===== src/sv/array_list_insert_remove_core_assert.svh =====
// Assertion macros for the array list core.
`ifndef ARRAY_LIST_INSERT_REMOVE_CORE_ASSERT_SVH
`define ARRAY_LIST_INSERT_REMOVE_CORE_ASSERT_SVH

`ifndef SYNTHESIS
`define ALIC_ASSERT(label, prop) \
    label: assert property (@(posedge i_clk) disable iff (!i_rst_n) prop) \
        else $error("alic assertion failed");
`define ALIC_ASSERT_RST(label, prop) \
    label: assert property (@(posedge i_clk) prop) \
        else $error("alic reset assertion failed");
`else
`define ALIC_ASSERT(label, prop)
`define ALIC_ASSERT_RST(label, prop)
`endif

`endif


===== src/sv/alic_pkg.sv =====
// Package with types and constants of the array list core.
`default_nettype none

package alic_pkg;

    localparam int CAPACITY = 16;
    localparam int SLOT_W   = (CAPACITY > 1) ? $clog2(CAPACITY) : 1;
    localparam int CNT_W    = $clog2(CAPACITY + 1);
    localparam int OP_W     = 3;
    localparam int POS_W    = 5;
    localparam int DATA_W   = 32;
    localparam int STAT_W   = 2;
    localparam int ENTRY_W  = 5;
    localparam int CMP_W    = ((CNT_W > POS_W) ? CNT_W : POS_W) + 1;

    typedef enum logic [OP_W-1:0] {
        OP_INS_HEAD = 3'd0,
        OP_INS_TAIL = 3'd1,
        OP_INS_POS  = 3'd2,
        OP_REM_HEAD = 3'd3,
        OP_REM_TAIL = 3'd4,
        OP_REM_POS  = 3'd5
    } t_op;

    typedef enum logic [STAT_W-1:0] {
        ST_OK     = 2'd0,
        ST_FULL   = 2'd1,
        ST_EMPTY  = 2'd2,
        ST_BADPOS = 2'd3
    } t_status;

    typedef enum logic [1:0] {
        CELL_HOLD  = 2'd0,
        CELL_LOAD  = 2'd1,
        CELL_LEFT  = 2'd2,
        CELL_RIGHT = 2'd3
    } t_cell_op;

endpackage

`default_nettype wire


===== src/sv/alic_in_if.sv =====
// Input channel of the array list core: one list operation per word.
`default_nettype none

interface alic_in_if import alic_pkg::*; ();
    logic              valid;
    logic              ready;
    logic [OP_W-1:0]   op;
    logic [POS_W-1:0]  position;
    logic [DATA_W-1:0] payload;

    modport source (output valid, output op, output position, output payload, input ready);
    modport sink   (input valid, input op, input position, input payload, output ready);
endinterface

`default_nettype wire


===== src/sv/alic_out_if.sv =====
// Output channel of the array list core: one result per word.
`default_nettype none

interface alic_out_if import alic_pkg::*; ();
    logic               valid;
    logic               ready;
    logic [STAT_W-1:0]  status;
    logic [DATA_W-1:0]  removed_value;
    logic [ENTRY_W-1:0] entry_count;

    modport source (output valid, output status, output removed_value, output entry_count,
                    input ready);
    modport sink   (input valid, input status, input removed_value, input entry_count,
                    output ready);
endinterface

`default_nettype wire


===== src/sv/alic_cell.sv =====
// One storage cell of the list: holds one entry, loads, or takes a neighbor's entry.
`default_nettype none

module alic_cell import alic_pkg::*; (
    input  wire logic              i_clk,
    input  wire t_cell_op          i_op,
    input  wire logic [DATA_W-1:0] i_payload,
    input  wire logic [DATA_W-1:0] i_left,
    input  wire logic [DATA_W-1:0] i_right,
    output      logic [DATA_W-1:0] o_data
);

    logic [DATA_W-1:0] r_data;
    logic [DATA_W-1:0] n_data;

    always_comb begin
        case (i_op)
            CELL_LOAD:  n_data = i_payload;
            CELL_LEFT:  n_data = i_left;
            CELL_RIGHT: n_data = i_right;
            default:    n_data = r_data;
        endcase
    end

    always_ff @(posedge i_clk) begin
        r_data <= n_data;
    end

    assign o_data = r_data;

endmodule

`default_nettype wire


===== src/sv/array_list_insert_remove_core.sv =====
// Top level of the array list core: control, row of cells and result register.
`default_nettype none

// Ordered list of up to CAPACITY 32-bit words held in a row of cells, packed from
// cell 0 upward, with an element count. Each input word inserts at the head, the
// tail or a 1-based position, or removes from the head, the tail or a 1-based
// position; every cell shifts toward or away from its neighbor in the same clock,
// so the block takes one operation per cycle while its output register is empty
// or being read, and presents its result in the cycle after acceptance through
// an output register. Status is ok, full, empty or bad position; removed_value
// is zero unless a remove succeeds. Op codes 6 and 7 leave the list unchanged
// and report ok with the current count. No clearing pass is needed after reset.

`include "array_list_insert_remove_core_assert.svh"

module array_list_insert_remove_core import alic_pkg::*; (
    input  wire logic i_clk,
    input  wire logic i_rst_n,
    alic_in_if.sink   i_in,
    alic_out_if.source o_out
);

    logic [CNT_W-1:0]   r_count;
    logic [CNT_W-1:0]   n_count;
    logic               r_out_valid;
    logic [STAT_W-1:0]  r_out_status;
    logic [DATA_W-1:0]  r_out_removed;
    logic [ENTRY_W-1:0] r_out_count;

    logic               w_accept;
    logic               w_do_ins;
    logic               w_do_rem;
    t_status            w_status;
    logic [CMP_W-1:0]   w_slot;
    logic [CMP_W-1:0]   w_cnt_x;
    logic [CMP_W-1:0]   w_pos_x;
    logic               w_full;
    logic               w_empty;
    logic [DATA_W-1:0]  w_removed;
    t_cell_op           w_cell_op   [CAPACITY];
    logic [DATA_W-1:0]  w_cell_data [CAPACITY];

    assign i_in.ready = !r_out_valid || o_out.ready;
    assign w_accept   = i_in.valid && i_in.ready;

    assign w_cnt_x = CMP_W'(r_count);
    assign w_pos_x = CMP_W'(i_in.position);
    assign w_full  = (r_count == CNT_W'(CAPACITY));
    assign w_empty = (r_count == '0);

    always_comb begin
        w_status = ST_OK;
        w_do_ins = 1'b0;
        w_do_rem = 1'b0;
        w_slot   = '0;
        case (i_in.op)
            OP_INS_HEAD: begin
                if (w_full) w_status = ST_FULL;
                else        w_do_ins = 1'b1;
            end
            OP_INS_TAIL: begin
                w_slot = w_cnt_x;
                if (w_full) w_status = ST_FULL;
                else        w_do_ins = 1'b1;
            end
            OP_INS_POS: begin
                w_slot = w_pos_x - 1'b1;
                if (w_full) begin
                    w_status = ST_FULL;
                end else if (w_pos_x == '0 || w_pos_x > w_cnt_x + 1'b1) begin
                    w_status = ST_BADPOS;
                end else begin
                    w_do_ins = 1'b1;
                end
            end
            OP_REM_HEAD: begin
                if (w_empty) w_status = ST_EMPTY;
                else         w_do_rem = 1'b1;
            end
            OP_REM_TAIL: begin
                w_slot = w_cnt_x - 1'b1;
                if (w_empty) w_status = ST_EMPTY;
                else         w_do_rem = 1'b1;
            end
            OP_REM_POS: begin
                w_slot = w_pos_x - 1'b1;
                if (w_empty) begin
                    w_status = ST_EMPTY;
                end else if (w_pos_x == '0 || w_pos_x > w_cnt_x) begin
                    w_status = ST_BADPOS;
                end else begin
                    w_do_rem = 1'b1;
                end
            end
            default: begin
                w_status = ST_OK;
            end
        endcase
    end

    always_comb begin
        w_removed = '0;
        for (int k = 0; k < CAPACITY; k++) begin
            w_cell_op[k] = CELL_HOLD;
            if (w_accept && w_do_ins) begin
                if (CMP_W'(k) == w_slot) begin
                    w_cell_op[k] = CELL_LOAD;
                end else if (CMP_W'(k) > w_slot && CMP_W'(k) <= w_cnt_x) begin
                    w_cell_op[k] = CELL_LEFT;
                end
            end else if (w_accept && w_do_rem) begin
                if (CMP_W'(k) >= w_slot && CMP_W'(k) + 1'b1 < w_cnt_x) begin
                    w_cell_op[k] = CELL_RIGHT;
                end
            end
            if (w_do_rem && CMP_W'(k) == w_slot) begin
                w_removed = w_removed | w_cell_data[k];
            end
        end
    end

    genvar g;
    generate
        for (g = 0; g < CAPACITY; g++) begin : g_cell
            logic [DATA_W-1:0] w_left;
            logic [DATA_W-1:0] w_right;
            if (g == 0) begin : g_first
                assign w_left = '0;
            end else begin : g_mid_l
                assign w_left = w_cell_data[g-1];
            end
            if (g == CAPACITY - 1) begin : g_last
                assign w_right = '0;
            end else begin : g_mid_r
                assign w_right = w_cell_data[g+1];
            end
            alic_cell u_cell (
                .i_clk     (i_clk),
                .i_op      (w_cell_op[g]),
                .i_payload (i_in.payload),
                .i_left    (w_left),
                .i_right   (w_right),
                .o_data    (w_cell_data[g])
            );
        end
    endgenerate

    always_comb begin
        n_count = r_count;
        if (w_do_ins)      n_count = r_count + 1'b1;
        else if (w_do_rem) n_count = r_count - 1'b1;
    end

    always_ff @(posedge i_clk) begin
        if (!i_rst_n) begin
            r_count     <= '0;
            r_out_valid <= 1'b0;
        end else begin
            if (w_accept) begin
                r_count     <= n_count;
                r_out_valid <= 1'b1;
            end else if (o_out.ready) begin
                r_out_valid <= 1'b0;
            end
        end
    end

    always_ff @(posedge i_clk) begin
        if (w_accept) begin
            r_out_status  <= w_status;
            r_out_removed <= w_removed;
            r_out_count   <= ENTRY_W'(n_count);
        end
    end

    assign o_out.valid         = r_out_valid;
    assign o_out.status        = r_out_status;
    assign o_out.removed_value = r_out_removed;
    assign o_out.entry_count   = r_out_count;

    `ALIC_ASSERT(a_count_bound, r_count <= CNT_W'(CAPACITY))
    `ALIC_ASSERT(a_out_count_match, r_out_valid |-> r_out_count == ENTRY_W'(r_count))
    `ALIC_ASSERT(a_ins_grows, w_accept && w_do_ins |=> r_count == $past(r_count) + 1'b1)
    `ALIC_ASSERT(a_err_holds, w_accept && w_status != ST_OK |=> r_count == $past(r_count))
    `ALIC_ASSERT_RST(a_reset_clear, !i_rst_n |=> r_count == '0 && !r_out_valid)

endmodule

`default_nettype wire

===== src/flat_wrapper.sv =====
// flat-port wrapper written by rule: the top's interface ports become plain ports
module array_list_insert_remove_core_flat import alic_pkg::*;
  (i_clk, i_rst_n, i_in_valid, i_in_op, i_in_position, i_in_payload, i_in_ready, o_out_valid, o_out_status, o_out_removed_value, o_out_entry_count, o_out_ready);
  alic_in_if i_in_i ();
  alic_out_if o_out_i ();
  input  wire logic i_clk;
  input  wire logic i_rst_n;
  input wire logic [$bits(i_in_i.valid)-1:0] i_in_valid;
  input wire logic [$bits(i_in_i.op)-1:0] i_in_op;
  input wire logic [$bits(i_in_i.position)-1:0] i_in_position;
  input wire logic [$bits(i_in_i.payload)-1:0] i_in_payload;
  output wire logic [$bits(i_in_i.ready)-1:0] i_in_ready;
  output wire logic [$bits(o_out_i.valid)-1:0] o_out_valid;
  output wire logic [$bits(o_out_i.status)-1:0] o_out_status;
  output wire logic [$bits(o_out_i.removed_value)-1:0] o_out_removed_value;
  output wire logic [$bits(o_out_i.entry_count)-1:0] o_out_entry_count;
  input wire logic [$bits(o_out_i.ready)-1:0] o_out_ready;
  assign i_in_i.valid = i_in_valid;
  assign i_in_i.op = i_in_op;
  assign i_in_i.position = i_in_position;
  assign i_in_i.payload = i_in_payload;
  assign i_in_ready = i_in_i.ready;
  assign o_out_valid = o_out_i.valid;
  assign o_out_status = o_out_i.status;
  assign o_out_removed_value = o_out_i.removed_value;
  assign o_out_entry_count = o_out_i.entry_count;
  assign o_out_i.ready = o_out_ready;
  array_list_insert_remove_core u_core (.i_clk(i_clk), .i_rst_n(i_rst_n), .i_in(i_in_i), .o_out(o_out_i));
endmodule

===== config.mk =====
export PLATFORM = sky130hd
export DESIGN_NAME = array_list_insert_remove_core_flat
export DESIGN_NICKNAME = d
export VERILOG_FILES = /design/src/sv/alic_pkg.sv /design/src/sv/alic_in_if.sv /design/src/sv/alic_out_if.sv /design/src/sv/alic_cell.sv /design/src/sv/array_list_insert_remove_core.sv /design/src/flat_wrapper.sv
export VERILOG_INCLUDE_DIRS = /design/src /design/src/sv
export SDC_FILE = /design/constraint.sdc
export NUM_CORES = 1
export LEC_CHECK = 0
export BUFFER_PORTS_ARGS = -buffer_cell sky130_fd_sc_hd__buf_2
export CAP_MARGIN = 20
export CELL_PAD_IN_SITES_DETAIL_PLACEMENT = 1
export CELL_PAD_IN_SITES_GLOBAL_PLACEMENT = 2
export CORE_ASPECT_RATIO = 0.5
export CORE_MARGIN = 4
export CORE_UTILIZATION = 44
export CTS_BUF_LIST = sky130_fd_sc_hd__clkbuf_4
export DETAILED_ROUTE_END_ITERATION = 12
export GPL_ROUTABILITY_DRIVEN = 0
export GPL_TIMING_DRIVEN = 1
export PLACE_DENSITY_LB_ADDON = 0.1
export SETUP_SLACK_MARGIN = 0.15
export SLEW_MARGIN = 0
export SYNTH_ARGS = -nofsm -noshare
export SYNTH_HDL_FRONTEND = slang
export SYNTH_SLANG_ARGS = --single-unit

===== constraint.sdc =====
create_clock -name i_clk -period 6.9 [get_ports i_clk]
set_input_delay 0.69 -clock i_clk [delete_from_list [all_inputs] [get_ports i_clk]]
set_output_delay 0.69 -clock i_clk [all_outputs]
set_load 0.02 [all_outputs]

==> flow_summary.ini <==
[outcome]
outcome = completed

[final_layout]
stdcell_area_mm2 = 0.0348
final-seq-area_mm2 = 0.0167
drive_gt1_share_pct = 17.5
layoutNonFillerInstCount = 3931
areaGrowthSynthToFinish_pct = 12.7
nets = 2950
multi_input_area_mm2 = 0.0132
fillCellCount = 7455

[global_routing]
groute.usage.overall_pct = 40.7
antenna_found_initial = 10
grt_max_degree = 65
overflow = 0
grt_pass1_wl_um = 217000
first_global_vias = 28600

[place]
dpl_cell_area_mm2 = 0.0329
port_buffers = 84
place_hpwl_um = 93200
dpl.cell_count = 3673

[floorplan]
initial_core_util_pct = 44.6
chipHeight_um = 195
rows = 68
coreArea_mm2 = 0.0693
die_area_mm2 = 0.0748
die_w_um = 383
io_pins = 85

[timing]
report.final.hold_viol_count = 0
holdWs_ns = 0.0509
final.min_clock_period_ns = 5.68
tightest_slew_ns = 1.20
relSlewSlack_pct = 19.4
fin_crit_sh_pct = 82.4
max_freq_ghz = 0.176
tns_ns = 0
fin_skew_ns = 0.0768
drv_slew = 0
rsz0062_at_grt = false
setup_viol = 0

[worst_setup_path]
cp_max_fo = 64
crit_end = u_core.g_cell[5].u_cell.o_data[19]
cp.required_ns = 7.70
critPathCaptureType = flop
critical_path.startpoint = u_core.r_count[3]
worstPathArrival_ns = 6.48
worstSetupPathType = flop to flop
regToRegEndpoint = u_core.g_cell[5].u_cell.o_data[19]
r2r-start = u_core.r_count[3]
r2r_cells = 17
critPathLaunchType = flop
r2r_slack_ns = 1.22

[logic_synthesis]
synth_top_family_by_area = compound AO/OA/AOI/OAI gates
synth_edf_count = 551
synth.area.mux_share_pct = 1.42
syn-num-nets = 2882
synthArstFlopShare_pct = 0
synthFlopType = edfxtp_1
synth_compound_area_share_pct = 26.5
ys_seq_area_share_pct = 54.0
ys_types = 82
syn_inst = 2822
syn-cell-area_mm2 = 0.0309
syn_area_per_cell_um2 = 10.9
synthSimpleGateAreaFrac_pct = 12.5
yosysWarnings = 0
synth_xor_area_share_pct = 0.199
synthAdderAreaFrac_pct = 0.648
ys_ff_latch = 557

[routing]
route.vias.total = 30200
via_per_inst = 7.69
drt_iter0_markers = 5715
finalWirelength_um = 157000
first_pass_iters = 6
wl_per_cell_um = 39.8
ant_nets = 0
drc = 0

[clock_tree]
cts_buffers = 142
cts_sinks = 557
path_clk_slew_ns = 0.07
cts_tree = done
cts-root-buf = clkbuf_4
worstSkewPairLatency_ns = 1.04
h-tree-depth = 4
cts_buffer_depth = 3

[job]
maxCapViolations = 0

[power_and_ir_drop]
vdd_ir_drop_max_uv = 145
power_density_mw_per_mm2 = 236
power.leakage_nw = 11.6
total_power_w = 0.00822

[worst_hold_path]
hold_class = input port to flop
-- sequential cells by signal, indices dropped and copies added, names as in the netlist --
signal	count
u_core.o_out.entry_count	5
u_core.g_cell.u_cell.o_data	512
u_core.o_out.valid	1
u_core.o_out.status	2
u_core.o_out.removed_value	32
u_core.r_count	5
-- synthesized netlist by cell type (8+ instances only) --
cell	count	area [um^2]
ha_1	16	200
o31ai_1	98	736
edfxtp_1	551	16500
buf_2	62	310
nor2_1	67	251
inv_1	46	173
or3_1	10	62.6
o21ai_0	132	661
a22o_1	59	517
a31oi_1	8	50.1
a32oi_1	13	114
a211oi_1	13	97.6
and2_1	8	50.1
nand2_1	275	1030
nor3_1	296	1480
nand3_1	36	180
clkbuf_1	208	781
a22oi_1	268	2010
a221oi_1	28	245
o22ai_1	12	75.1
nand4_1	16	100
buf_1	28	105
a221o_1	256	2560
a21oi_1	73	365
nor4_1	9	56.3
and3_1	17	106
a21o_1	8	60.1
o2bb2ai_1	15	131
nor2b_1	11	68.8
mux2i_1	36	360
-- metal layers --
metal	track usage [%]	part of all wire [%]	vias to the layer above
met5	0	0.0064	-
met4	16.6	4.3	2
met3	17.4	17	478
met2	55.5	40	2834
met1	56.7	40	15200
li1	-	-	11700
-- placed cells by master, fill, tap and decap left out, types with 15 or more instances in the layout --
master and count:
a21oi_1 71, a221o_1 256, a221oi_1 28, a22o_1 59
a22oi_1 268, and3_1 15, buf_12 23, buf_2 84
buf_4 109, clkbuf_4 205, clkinv_1 20, dlygate4sd3_1 15
edfxtp_1 551, ha_1 16, inv_1 46, mux2i_1 36
nand2_1 274, nand3_1 36, nand4_1 16, nor2_1 59
nor3_1 284, o21ai_0 130, o2bb2ai_1 15, o31ai_1 97
-- power breakdown --
| part | internal [W] | total [W] | switching (W) |
|---|---|---|---|
| Clock | 0.00139 | 0.00292 | 0.00154 |
| Sequential | 0.00384 | 0.00390 | 0.0000633 |
| Combinational | 0.000402 | 0.00140 | 0.000996 |
-- worst min-delay path by stage --
stage	end	slack, ns	cells past startpoint	from
floorplan	u_core.o_out.removed_value[0]	0.54	2	u_core.g_cell[0].u_cell.o_data[0]
global route	u_core.g_cell[14].u_cell.o_data[0]	0.009	3	i_in_payload[0]
detailed placement	u_core.o_out.valid	0.55	2	u_core.o_out.valid
finish	u_core.g_cell[15].u_cell.o_data[22]	0.05	2	i_in_payload[22]
CTS	u_core.g_cell[14].u_cell.o_data[0]	0.002	3	i_in_payload[0]
global placement	u_core.o_out.valid	0.51	2	u_core.o_out.valid
-- kinds of logic after synthesis --
| group | count (synthesis) |
|---|---|
| AOI/OAI and AO/OA | 1046 |
| muxes | 42 |
| DFF | 557 |
| xor gates and xnor gates | 7 |
| buffers and inverters | 359 |
| adders and majority gates | 16 |
| and+or+nand+nor | 795 |
-- timing repair --
item,in CTS,in global routing
buffers inserted,0,0
hold endpoints to repair,27,0
hold buffers,15,0
gates resized for setup,0,0
-- critical path, stage by stage (launching register included) --
cell and delay [ns]:
dfxtp_1 0.31, buf_4 0.23, inv_1 0.14, nor2_1 0.38
nand2_1 0.15, xnor2_1 0.15, ha_1 0.30, and3_1 0.18
a32o_1 0.19, a31oi_1 0.08, o31ai_1 0.54, nand3_1 0.14
buf_4 0.25, or3_1 0.72, a2111oi_2 0.48, buf_4 0.78
a22oi_1 0.18, o31ai_1 0.13
-- metrics by stage --
step                      setup WS (ns)  util, %
after floorplan                    1.05        -
after global placement             1.22     47.5
after detailed placement           1.14     47.5
after CTS                          1.32     50.1
after global routing               1.07     50.3
final                              1.22     50.3
-- cell type report --
cell class,instances,share of cell area [%]
multi-input combinational,1906,37.8
sequential,557,47.9
inverter,49,0.528
tap,945,3.40
clock buffer,205,4.42
clock inverter,27,0.381
antenna,8,0.0575
timing repair buffer,234,5.51
Note: power is estimated with default switching activity, not from simulation.
